**src/ssf_pkg.sv**
```systemverilog
// ----------------------------------------------------------------------------
// ssf_pkg
// Types and constants shared by the safety supervisor: supervisor states,
// item function codes, error bit positions and register indexes.
// ----------------------------------------------------------------------------
`default_nettype none

package ssf_pkg;

   // supervisor state, encoding matches the safety_state result field
   typedef enum logic [1:0] {
      ST_NORMAL  = 2'd0,
      ST_WARNING = 2'd1,
      ST_ERROR   = 2'd2,
      ST_SAFE    = 2'd3
   } mode_type;

   // item function codes
   typedef enum logic [2:0] {
      FN_TICK    = 3'd0,
      FN_REFRESH = 3'd1,
      FN_TEMP    = 3'd2,
      FN_VOLT    = 3'd3,
      FN_CURRENT = 3'd4,
      FN_CLEAR   = 3'd5,
      FN_STATS   = 3'd6,
      FN_UNUSED  = 3'd7
   } func_type;

   typedef logic [6:0] err_type;

   localparam err_type E_WDG   = 7'h01;
   localparam err_type E_TLOW  = 7'h02;
   localparam err_type E_THIGH = 7'h04;
   localparam err_type E_VLOW  = 7'h08;
   localparam err_type E_VHIGH = 7'h10;
   localparam err_type E_OVC   = 7'h20;
   localparam err_type E_SEQ   = 7'h40;

   // register indexes on the csr port
   typedef logic [2:0] csr_idx_type;

   localparam csr_idx_type R_CHECK_EN   = 3'd0;
   localparam csr_idx_type R_WDG_TMO    = 3'd1;
   localparam csr_idx_type R_SAFE_TMO   = 3'd2;
   localparam csr_idx_type R_TEMP_LO    = 3'd3;
   localparam csr_idx_type R_TEMP_HI    = 3'd4;
   localparam csr_idx_type R_VOLT_LO    = 3'd5;
   localparam csr_idx_type R_VOLT_HI    = 3'd6;
   localparam csr_idx_type R_CURR_LIMIT = 3'd7;

   localparam logic [31:0] REFRESH_MIN_TICKS = 32'd10;
   localparam logic [31:0] RANGE_ERROR_LIMIT = 32'd10;

endpackage

`default_nettype wire

```
**src/safety_supervisor_fsm_unit.sv**
```systemverilog
// ----------------------------------------------------------------------------
// safety_supervisor_fsm_unit
// Safety supervisor: normal / warning / error / safe states, sticky error
// mask, millisecond time base, watchdog and sample range checks, statistics.
//
//   channel  dir  handshake            payload
//   req      in   req_valid/req_stall  req_func, req_sample, req_clear_mask
//   rsp      out  rsp_valid/rsp_stall  rsp_status ... rsp_refresh_count
//   csr      in   csr_write_en         csr_index, csr_data
//
// One item per cycle sustained while rsp is not stalled. An item is processed
// in the input register; its result is loaded into the result register, from
// which rsp takes it. Synchronous reset clears the state and counters and
// loads the register defaults. A stall on rsp holds the result register, and
// the input register then stalls req once it holds an item.
// ----------------------------------------------------------------------------
`default_nettype none

module safety_supervisor_fsm_unit (
   input  wire logic                 clock,
   input  wire logic                 reset,
   input  wire logic                 req_valid,
   output logic                      req_stall,
   input  wire logic [2:0]           req_func,
   input  wire logic signed [31:0]   req_sample,
   input  wire logic [6:0]           req_clear_mask,
   output logic                      rsp_valid,
   input  wire logic                 rsp_stall,
   output logic                      rsp_status,
   output logic [1:0]                rsp_safety_state,
   output logic [6:0]                rsp_error_bits,
   output logic [31:0]               rsp_range_error_count,
   output logic [31:0]               rsp_total_error_count,
   output logic [31:0]               rsp_safe_entry_count,
   output logic [31:0]               rsp_refresh_count,
   input  wire logic                 csr_write_en,
   input  wire ssf_pkg::csr_idx_type csr_index,
   input  wire logic [31:0]          csr_data
);

   import ssf_pkg::*;

   // configuration
   logic [1:0]         check_en_ff;
   logic [31:0]        wdg_tmo_ff;
   logic [31:0]        safe_tmo_ff;
   logic signed [15:0] temp_lo_ff;
   logic signed [15:0] temp_hi_ff;
   logic [15:0]        volt_lo_ff;
   logic [15:0]        volt_hi_ff;
   logic [30:0]        curr_limit_ff;

   // input register
   logic               in_valid_ff;
   logic [2:0]         in_func_ff;
   logic signed [31:0] in_sample_ff;
   logic [6:0]         in_cmask_ff;

   // supervisor state
   mode_type    mode_ff, mode_in;
   err_type     err_ff, err_in;
   logic [31:0] time_ff, time_in;
   logic [31:0] last_ref_ff, last_ref_in;
   logic [31:0] safe_time_ff, safe_time_in;
   logic [31:0] range_cnt_ff, range_cnt_in;
   logic [31:0] total_cnt_ff, total_cnt_in;
   logic [31:0] safe_cnt_ff, safe_cnt_in;
   logic [31:0] ref_cnt_ff, ref_cnt_in;
   logic        status_in;

   // result register
   logic        out_valid_ff;
   logic        out_status_ff;
   logic [1:0]  out_state_ff;
   logic [6:0]  out_err_ff;
   logic [31:0] out_range_ff;
   logic [31:0] out_total_ff;
   logic [31:0] out_safe_ff;
   logic [31:0] out_ref_ff;

   logic advance;
   logic take_req;

   assign advance   = in_valid_ff && (!out_valid_ff || !rsp_stall);
   assign req_stall = in_valid_ff && !advance;
   assign take_req  = req_valid && !req_stall;

   // configuration registers
   always_ff @(posedge clock) begin
      if (reset) begin
         check_en_ff   <= 2'd3;
         wdg_tmo_ff    <= 32'd1000;
         safe_tmo_ff   <= 32'd5000;
         temp_lo_ff    <= -16'sd40;
         temp_hi_ff    <= 16'sd85;
         volt_lo_ff    <= 16'd9000;
         volt_hi_ff    <= 16'd16000;
         curr_limit_ff <= 31'd10000;
      end else if (csr_write_en) begin
         unique case (csr_index)
            R_CHECK_EN:   check_en_ff   <= csr_data[1:0];
            R_WDG_TMO:    wdg_tmo_ff    <= csr_data;
            R_SAFE_TMO:   safe_tmo_ff   <= csr_data;
            R_TEMP_LO:    temp_lo_ff    <= $signed(csr_data[15:0]);
            R_TEMP_HI:    temp_hi_ff    <= $signed(csr_data[15:0]);
            R_VOLT_LO:    volt_lo_ff    <= csr_data[15:0];
            R_VOLT_HI:    volt_hi_ff    <= csr_data[15:0];
            R_CURR_LIMIT: curr_limit_ff <= csr_data[30:0];
         endcase
      end
   end

   // input register
   always_ff @(posedge clock) begin
      if (reset) begin
         in_valid_ff <= 1'b0;
      end else if (take_req) begin
         in_valid_ff <= 1'b1;
      end else if (advance) begin
         in_valid_ff <= 1'b0;
      end
   end

   always_ff @(posedge clock) begin
      if (reset) begin
         in_func_ff   <= FN_TICK;
         in_sample_ff <= '0;
         in_cmask_ff  <= '0;
      end else if (take_req) begin
         in_func_ff   <= req_func;
         in_sample_ff <= req_sample;
         in_cmask_ff  <= req_clear_mask;
      end
   end

   // state registers
   always_ff @(posedge clock) begin
      if (reset) begin
         mode_ff      <= ST_NORMAL;
         err_ff       <= '0;
         time_ff      <= '0;
         last_ref_ff  <= '0;
         safe_time_ff <= '0;
         range_cnt_ff <= '0;
         total_cnt_ff <= '0;
         safe_cnt_ff  <= '0;
         ref_cnt_ff   <= '0;
      end else if (advance) begin
         mode_ff      <= mode_in;
         err_ff       <= err_in;
         time_ff      <= time_in;
         last_ref_ff  <= last_ref_in;
         safe_time_ff <= safe_time_in;
         range_cnt_ff <= range_cnt_in;
         total_cnt_ff <= total_cnt_in;
         safe_cnt_ff  <= safe_cnt_in;
         ref_cnt_ff   <= ref_cnt_in;
      end
   end

   // item processing, next state and result
   always_comb begin
      logic [31:0]        time_inc;
      logic               range_on;
      logic signed [31:0] temp_lo_ext;
      logic signed [31:0] temp_hi_ext;
      logic signed [31:0] volt_lo_ext;
      logic signed [31:0] volt_hi_ext;
      logic [31:0]        mag;
      err_type            err_cleared;
      logic               fault;

      time_inc    = time_ff + 32'd1;
      range_on    = check_en_ff[1];
      temp_lo_ext = 32'(temp_lo_ff);
      temp_hi_ext = 32'(temp_hi_ff);
      volt_lo_ext = $signed({16'd0, volt_lo_ff});
      volt_hi_ext = $signed({16'd0, volt_hi_ff});
      mag         = in_sample_ff[31] ? (32'd0 - in_sample_ff) : in_sample_ff;
      err_cleared = err_ff & ~in_cmask_ff;
      fault       = 1'b0;

      mode_in      = mode_ff;
      err_in       = err_ff;
      time_in      = time_ff;
      last_ref_in  = last_ref_ff;
      safe_time_in = safe_time_ff;
      range_cnt_in = range_cnt_ff;
      total_cnt_in = total_cnt_ff;
      safe_cnt_in  = safe_cnt_ff;
      ref_cnt_in   = ref_cnt_ff;
      status_in    = 1'b0;

      unique case (func_type'(in_func_ff))
         FN_TICK: begin
            time_in = time_inc;
            priority if (check_en_ff[0] && (time_inc - last_ref_ff) > wdg_tmo_ff) begin
               total_cnt_in = total_cnt_ff + 32'd1;
               err_in       = err_ff | E_WDG;
               safe_time_in = time_inc;
               mode_in      = ST_SAFE;
               safe_cnt_in  = safe_cnt_ff + 32'd1;
               status_in    = 1'b1;
            end else if (range_cnt_ff >= RANGE_ERROR_LIMIT) begin
               safe_time_in = time_inc;
               mode_in      = ST_SAFE;
               safe_cnt_in  = safe_cnt_ff + 32'd1;
               status_in    = 1'b1;
            end else if ((mode_ff == ST_ERROR || mode_ff == ST_SAFE)
                         && (time_inc - safe_time_ff) > safe_tmo_ff
                         && err_ff == '0) begin
               mode_in = ST_NORMAL;
            end else begin
               mode_in = mode_ff;
            end
         end
         FN_REFRESH: begin
            if ((time_ff - last_ref_ff) < REFRESH_MIN_TICKS) begin
               total_cnt_in = total_cnt_ff + 32'd1;
               err_in       = err_ff | E_SEQ;
               if (mode_ff == ST_NORMAL) begin
                  mode_in = ST_ERROR;
               end
               status_in = 1'b1;
            end else begin
               last_ref_in = time_ff;
               ref_cnt_in  = ref_cnt_ff + 32'd1;
            end
         end
         FN_TEMP, FN_VOLT, FN_CURRENT: begin
            if (range_on) begin
               // pick the failing limit, if any
               priority if (in_func_ff == FN_TEMP && in_sample_ff < temp_lo_ext) begin
                  err_in = err_ff | E_TLOW;
                  fault  = 1'b1;
               end else if (in_func_ff == FN_TEMP && in_sample_ff > temp_hi_ext) begin
                  err_in = err_ff | E_THIGH;
                  fault  = 1'b1;
               end else if (in_func_ff == FN_VOLT && in_sample_ff < volt_lo_ext) begin
                  err_in = err_ff | E_VLOW;
                  fault  = 1'b1;
               end else if (in_func_ff == FN_VOLT && in_sample_ff > volt_hi_ext) begin
                  err_in = err_ff | E_VHIGH;
                  fault  = 1'b1;
               end else if (in_func_ff == FN_CURRENT && mag > {1'b0, curr_limit_ff}) begin
                  err_in = err_ff | E_OVC;
                  fault  = 1'b1;
               end else begin
                  err_in = err_ff;
                  fault  = 1'b0;
               end
               if (fault) begin
                  status_in    = 1'b1;
                  range_cnt_in = range_cnt_ff + 32'd1;
                  total_cnt_in = total_cnt_ff + 32'd1;
                  if (mode_ff == ST_NORMAL) begin
                     mode_in = (in_func_ff == FN_VOLT) ? ST_ERROR : ST_WARNING;
                  end
               end
            end
         end
         FN_CLEAR: begin
            err_in = err_cleared;
            if (err_cleared == '0) begin
               mode_in = ST_NORMAL;
            end
         end
         FN_STATS: begin
            range_cnt_in = '0;
            total_cnt_in = '0;
            safe_cnt_in  = '0;
            ref_cnt_in   = '0;
         end
         FN_UNUSED: begin
            status_in = 1'b1;
         end
      endcase
   end

   // result register
   always_ff @(posedge clock) begin
      if (reset) begin
         out_valid_ff <= 1'b0;
      end else if (advance) begin
         out_valid_ff <= 1'b1;
      end else if (!rsp_stall) begin
         out_valid_ff <= 1'b0;
      end
   end

   always_ff @(posedge clock) begin
      if (advance) begin
         out_status_ff <= status_in;
         out_state_ff  <= mode_in;
         out_err_ff    <= err_in;
         out_range_ff  <= range_cnt_in;
         out_total_ff  <= total_cnt_in;
         out_safe_ff   <= safe_cnt_in;
         out_ref_ff    <= ref_cnt_in;
      end
   end

   assign rsp_valid             = out_valid_ff;
   assign rsp_status            = out_status_ff;
   assign rsp_safety_state      = out_state_ff;
   assign rsp_error_bits        = out_err_ff;
   assign rsp_range_error_count = out_range_ff;
   assign rsp_total_error_count = out_total_ff;
   assign rsp_safe_entry_count  = out_safe_ff;
   assign rsp_refresh_count     = out_ref_ff;

endmodule

`default_nettype wire

```
**config.mk**
```make
export PLATFORM = sky130hd
export DESIGN_NAME = safety_supervisor_fsm_unit
export DESIGN_NICKNAME = d
export VERILOG_FILES = /design/src/ssf_pkg.sv /design/src/safety_supervisor_fsm_unit.sv
export SDC_FILE = /design/constraint.sdc
export NUM_CORES = 2
export LEC_CHECK = 0
export ABC_AREA = 1
export BUFFER_PORTS_ARGS = -buffer_cell sky130_fd_sc_hd__buf_4
export CORE_MARGIN = 2
export CORE_UTILIZATION = 63
export CTS_BUF_LIST = sky130_fd_sc_hd__clkbuf_4 sky130_fd_sc_hd__clkbuf_8 sky130_fd_sc_hd__clkbuf_16
export CTS_CLUSTER_DIAMETER = 30
export DETAILED_ROUTE_END_ITERATION = 8
export PLACE_DENSITY_LB_ADDON = 0.3
export SETUP_SLACK_MARGIN = 0.4
export SYNTH_ARGS = -nofsm -noshare
export SYNTH_HDL_FRONTEND = slang
export SYNTH_SLANG_ARGS = --single-unit
```
**constraint.sdc**
```tcl
create_clock -name clock -period 6.9 [get_ports clock]
set_clock_uncertainty 0.15 [all_clocks]
set_input_delay 0.345 -clock clock [delete_from_list [all_inputs] [get_ports clock]]
set_output_delay 0.345 -clock clock [all_outputs]
set_load 0.05 [all_outputs]
```
**Word-level counts from Yosys, hierarchy flattened**

Cells that the tools add are included.

- Shifts and indexed selects: 0
- Add/subtract/negate cells: 9
- $lt $le $gt $ge: 9
- Divide/modulo/power cells: 0
- Mux-type cells: 53
- Eq/ne operators: 17
- Reductions and logical operators: 36
- Bitwise logic cells: 3
- $mul: 0

Operators with widths:

| operator | number |
|---|---|
| $mux 32 | 12 |
| $pmux 32 s2 | 3 |
| $add 32x1->32 const B | 5 |
| $pmux 32 s4 | 1 |
| $sub 32x32->32 | 3 |
| $gt 32x32->1 | 2 |
| $mux 6 | 6 |
| $ge 32x4->1 const B | 1 |
| $gt 32x16->1 | 1 |
| $gt 32x17->1 | 1 |
| $gt 32x31->1 | 1 |
| $lt 32x16->1 | 1 |
| $lt 32x17->1 | 1 |
| $lt 32x4->1 const B | 1 |
| $sub 1x32->32 const A | 1 |
| $pmux 7 s4 | 1 |
| $eq 3x3->1 const B | 8 |
| $mux 2 | 10 |
| $reduce_and 2->1 | 9 |
| $mux 1 | 17 |
| $logic_not 7->1 | 2 |
| $eq 3x2->1 const B | 4 |
| $logic_and 1x1->1 | 11 |
| $pmux 2 s4 | 1 |
| 15 further kinds | 24 |

- Bits in read-only memories: 0
- Register bits: 576
- Output and inout port bits: 140
- Input port bits: 82
- Memory bits (writable): 0
- Memories: 0
- Logic and storage cells: 156
- Latch bits: 0

**Depth between registers and ports, before layout**

- Depth in word-level cells: 14
- Gate-level depth with buffers: 39
- Mapped depth without buffers: 39

**Least setup slack after synthesis**

No wires, ideal clock.

- Path type: reg2reg
- Start: register out_valid_ff, in the netlist rsp_valid
- End: register out_err_ff[0], in the netlist rsp_error_bits[0] (enable)
- Period minus slack after synthesis: 5.758 ns
- Buffers on the path: 2
- Arrival time: 5.052 ns
- Stages on the path, launching flop included: 6
- Setup slack: 1.142 ns
- Library setup time: 0.556 ns
- Required time: 6.194 ns
- Path through: dfxtp_1 > nand2_1 > inv_1 > nor2_1 > buf_1 > clkbuf_1

- Word-level cells in the longest chain between the ends: 3

Ends and longest elaborated chain:

| what | RTL line | RTL |
|---|---|---|
| start: declaration | safety_supervisor_fsm_unit.sv:72 | `logic out_valid_ff;` |
| start signal: assignment | safety_supervisor_fsm_unit.sv:283 | `out_valid_ff <= 1'b0;` |
| start signal: assignment | safety_supervisor_fsm_unit.sv:285 | `out_valid_ff <= 1'b1;` |
| start signal: assignment | safety_supervisor_fsm_unit.sv:287 | `out_valid_ff <= 1'b0;` |
| $logic_not 1->1 | safety_supervisor_fsm_unit.sv:84 | `assign advance = in_valid_ff && (!out_valid_ff \|\| !rsp_stall);` |
| $logic_or 1x1->1 | safety_supervisor_fsm_unit.sv:84 |  |
| $logic_and 1x1->1 | safety_supervisor_fsm_unit.sv:84 |  |
| net advance | safety_supervisor_fsm_unit.sv:81 | `logic advance;` |
| end signal: assignment | safety_supervisor_fsm_unit.sv:295 | `out_err_ff <= err_in;` |
| end: declaration | safety_supervisor_fsm_unit.sv:75 | `logic [6:0] out_err_ff;` |

The timed path passes the listed nets, and every way through them passes these cells.
A chain may end at the register's enable or synchronous reset.

**Final worst setup path**

- Start: register time_ff[0]
- End: register out_total_ff[28], in the netlist rsp_total_error_count[28], data pin

- Word-level cells in the longest chain between the ends: 6
- Elaborated cells between the ends (all ways): 9
- Classes of those cells: 3 x add/sub; 2 x order compare; 3 x mux; 1 x reduce/logical

Ends and longest elaborated chain:

| what | RTL line | RTL |
|---|---|---|
| start: declaration | safety_supervisor_fsm_unit.sv:62 | `logic [31:0] time_ff, time_in;` |
| start signal: assignment | safety_supervisor_fsm_unit.sv:151 | `time_ff <= time_in;` |
| $add 32x1->32 | safety_supervisor_fsm_unit.sv:173 | `time_inc = time_ff + 32'd1;` |
| $sub 32x32->32 | safety_supervisor_fsm_unit.sv:197 | `priority if (check_en_ff[0] && (time_inc - last_ref_ff) > wdg_tmo_ff) begin` |
| $gt 32x32->1 | safety_supervisor_fsm_unit.sv:197 |  |
| $logic_and 1x1->1 | safety_supervisor_fsm_unit.sv:197 |  |
| $mux 32 | safety_supervisor_fsm_unit.sv:197 |  |
| $pmux 32 s4 * | safety_supervisor_fsm_unit.sv:194 | `unique case (func_type'(in_func_ff))` |
| net total_cnt_in[28] | safety_supervisor_fsm_unit.sv:66 | `logic [31:0] total_cnt_ff, total_cnt_in;` |
| end signal: assignment | safety_supervisor_fsm_unit.sv:297 | `out_total_ff <= total_cnt_in;` |
| end: declaration | safety_supervisor_fsm_unit.sv:77 | `logic [31:0] out_total_ff;` |

The timed path passes the listed nets; every way through them passes the cells marked *.

==> metrics <==
status completed; CTS tree built; CP Buf/Inv Count 6; Setup Crit Path Kind reg2reg; post-synth top area share between 20 and 25%; Tcrit/Tclk final 90.4%; required time worst endpoint around 7.1 ns; H-tree depth 3; initial drt markers ~4700; height of the die roughly 250 um; register area share after synthesis 33.5%; CP Launch Type register; FP Rows 90; TritonCTS buffer count around 110; total die area around 0.063 mm2; initial antenna violation count 3; Fmax about 0.16 GHz; Detail Route Antenna Nets 0; setup ws final about 0.66 ns; vias in the first global route roughly 37000; core area 0.0605 mm2; cell count after synthesis between 5000 and 6000; Hold Fails Final Rpt 0; final count of negative-setup-slack endpoints 0; share of layout cells above drive strength 1 a little over a tenth; M1 WL between 40000 and 50000 um; Slew @ Worst Pin between 1 and 1.5 ns; cell leakage power around 22 nW; RR Endpoint rsp_total_error_count[28]$_DFFE_PP_; top_reg_cell synth dfxtp_1; Top Layer Used met5; Worst-path clk slew 0.05 ns; async set or reset register ratio after synthesis 0%; Pwr Density a little under 300 mW/mm2; cell family with the largest share of critical-path delay simple AND/OR/NAND/NOR gates; Reg2Reg Launch Point time_ff[0]$_SDFFE_PP0P_; drt pass-1 iters 7; metal2 WL 55800 um; MaxCap Viol Count 0; Ys Warns 0; gpl congestion 0.987; area leader, netlist dfxtp_1; DR vias between 30000 and 40000; pin count of the biggest net entering global routing 200; Initial Utilization a little under two thirds; r2r setup slk around 0.66 ns; Synth cell types 65; CP Depth 35; nets roughly 6200; PortBufs between 200 and 250; max incr delay on CP 0.37 ns; Seq cells post-synth around 580; critical path endpoint category register; Total GRT Usage 37.7%; final wirelength around 120000 um; first-pass GRT wire length between 150000 and 200000 um; DR DRC count 0; die span in x between 200 and 300 um; Post-synth EDFFs between 100 and 150; top cells by count, synth nand2_1 (1168), inv_1 (922), a21oi_1 (545), dfxtp_1 (438), o21ai_0 (417); Critical Path Source time_ff[0]$_SDFFE_PP0P_; Clock Sinks approximately 580; RSZ-0062 raised after global routing false; count leader, synth nand2_1; grt ovf 0; arrival time at the worst endpoint about 6.5 ns; maximum vdd drop roughly 0.00023 V; routed vias/inst between 5 and 6; max-slew violations 0; Mapped Nets 5955; drt wl/cell between 15 and 20 um; Mean Syn Cell Area slightly below 7 um2; dpl ws -0.0668 ns; clk root buf clkbuf_16; worst setup path endpoint rsp_total_error_count[28]$_DFFE_PP_; slowest CP cell dfxtp_4; P&R area growth vs syn 19.9%; synth top area cells dfxtp_1 (23%), nand2_1 (11%), edfxtp_1 (11%); Reg2Reg Depth 35; Min-Delay Path Class in2reg; synthesized area 0.0386 mm2; Clock Latency Late Sink between 0.6 and 0.7 ns; wire length on met3 about 13000 um; crit path time final ~6.2 ns; Hold Crit Start rsp_stall; post-DP HPWL around 81000 um; Final Core Density approximately 76%; CP max FO 11; IO Pins 222; clk buf depth 3; Max-Slew Margin vs Limit a little over a fifth; post-route setup TNS 0 ns
sequential cells by signal, indices dropped and copies added, names as in the netlist, 3 cells and up:
name                   cells
in_func_ff                 3
volt_lo_ff                16
volt_hi_ff                16
safe_cnt_ff               32
wdg_tmo_ff                32
safe_time_ff              32
safe_tmo_ff               32
rsp_refresh_count         32
ref_cnt_ff                32
curr_limit_ff             31
rsp_safe_entry_count      32
in_cmask_ff                7
last_ref_ff               32
temp_hi_ff                16
temp_lo_ff                16
rsp_range_error_count     32
range_cnt_ff              32
rsp_error_bits             7
total_cnt_ff              32
rsp_total_error_count     32
err_ff                     7
in_sample_ff              32
time_ff                   32
how the worst min path moves through the flow:
| stage | end | slack, ns | cells past startpoint |
|---|---|---|---|
| after CTS | rsp_valid$_SDFFE_PP0P_ | 0.04 | 3 |
| after detailed placement | in_cmask_ff[1]$_SDFFE_PP0P_ | 0.30 | 2 |
| after floorplan | check_en_ff[0]$_SDFFE_PP1P_ | 0.28 | 2 |
| final | rsp_valid$_SDFFE_PP0P_ | 0.10 | 3 |
| after global placement | temp_hi_ff[11]$_SDFFE_PP0P_ | 0.30 | 2 |
| after global routing | rsp_valid$_SDFFE_PP0P_ | 0.09 | 3 |
layout make-up:
class                   instances  area (um2)
multi-input cells            3859       21700
fillers                      4339       14200
flip-flops and latches        576       12900
inverters                     954        3600
clock buffers                 130        3010
repair buffers                354        2950
clock inverters                81        1110
well taps                     782         978
diodes                          2        5.00
per-layer routing:
metal	vias to the layer above	track usage, %
li1	18900	-
met4	2	20.7
met3	489	7.10
met2	2297	59.8
met5	-	0
met1	18100	48.6
kinds of logic after synthesis:
logic type | after synthesis | synth area share, %
buffers and inverters | 1146 | 11.4
adder cells (fa/ha/maj) | 292 | 9.53
AO/OA/AOI/OAI | 1240 | 17.3
AND/OR/NAND/NOR | 2142 | 24.0
XOR/XNOR | 185 | 4.22
flip-flops | 576 | 33.5
worst min-delay path, cell delays in order:
cell,delay [ns]
buf_4,0.11
nand2_1,0.22
a21oi_1,0.17
cell usage in the layout (no fill, tap or decap), drive strengths merged, types with 4 or more instances in the layout:
cell type and n:
nor3 92, clkinv 40, o211ai 69, xor2 162, edfxtp 138, o21a 29, xnor2 23, bufinv 19
nor4 43, ha 289, a31oi 17, nand3 250, a21o 4, o22ai 24, nand3b 9, and2 4
inv 965, or2 9, o221ai 7, o31ai 4, dfxtp 438, clkbuf 132, a211oi 8, o21bai 9
nand4 112, a21oi 547, clkinvlp 11, nor2 429, dlygate4sd3 84, o21ai 509, buf 268, nand2 1186
stage by stage:
| stage | total power, W | cells | instance area, um2 | hold slack [ns] |
|---|---|---|---|---|
| after detailed placement | 0.00748 | 6422 | 40700 | 0.303 |
| after floorplan | 0.00656 | 5581 | 38600 | 0.279 |
| after CTS | 0.0134 | 6723 | 45700 | 0.0390 |
| after global routing | 0.0144 | 6737 | 46200 | 0.0936 |
| final | 0.0138 | 6738 | 46200 | 0.105 |
| after global placement | 0.00739 | 6422 | 40700 | 0.295 |
report_power, final:
group | leakage (nW) | switching [W] | total, W | internal [W]
clock network | 2.01 | 0.00203 | 0.00591 | 0.00388
registers | 4.92 | 0.000214 | 0.00393 | 0.00371
logic | 15.2 | 0.00255 | 0.00391 | 0.00136
repair_timing:
action                                  4_1_cts  5_1_grt
setup buffers                                 6       11
gates cloned                                  0        2
pin swaps                                     3       19
hold buffers                                 84        0
endpoints found under the hold margin       225        0
resized for setup                            15       73
endpoints found under the setup margin      163      167
(Power assumes the default switching activity.)
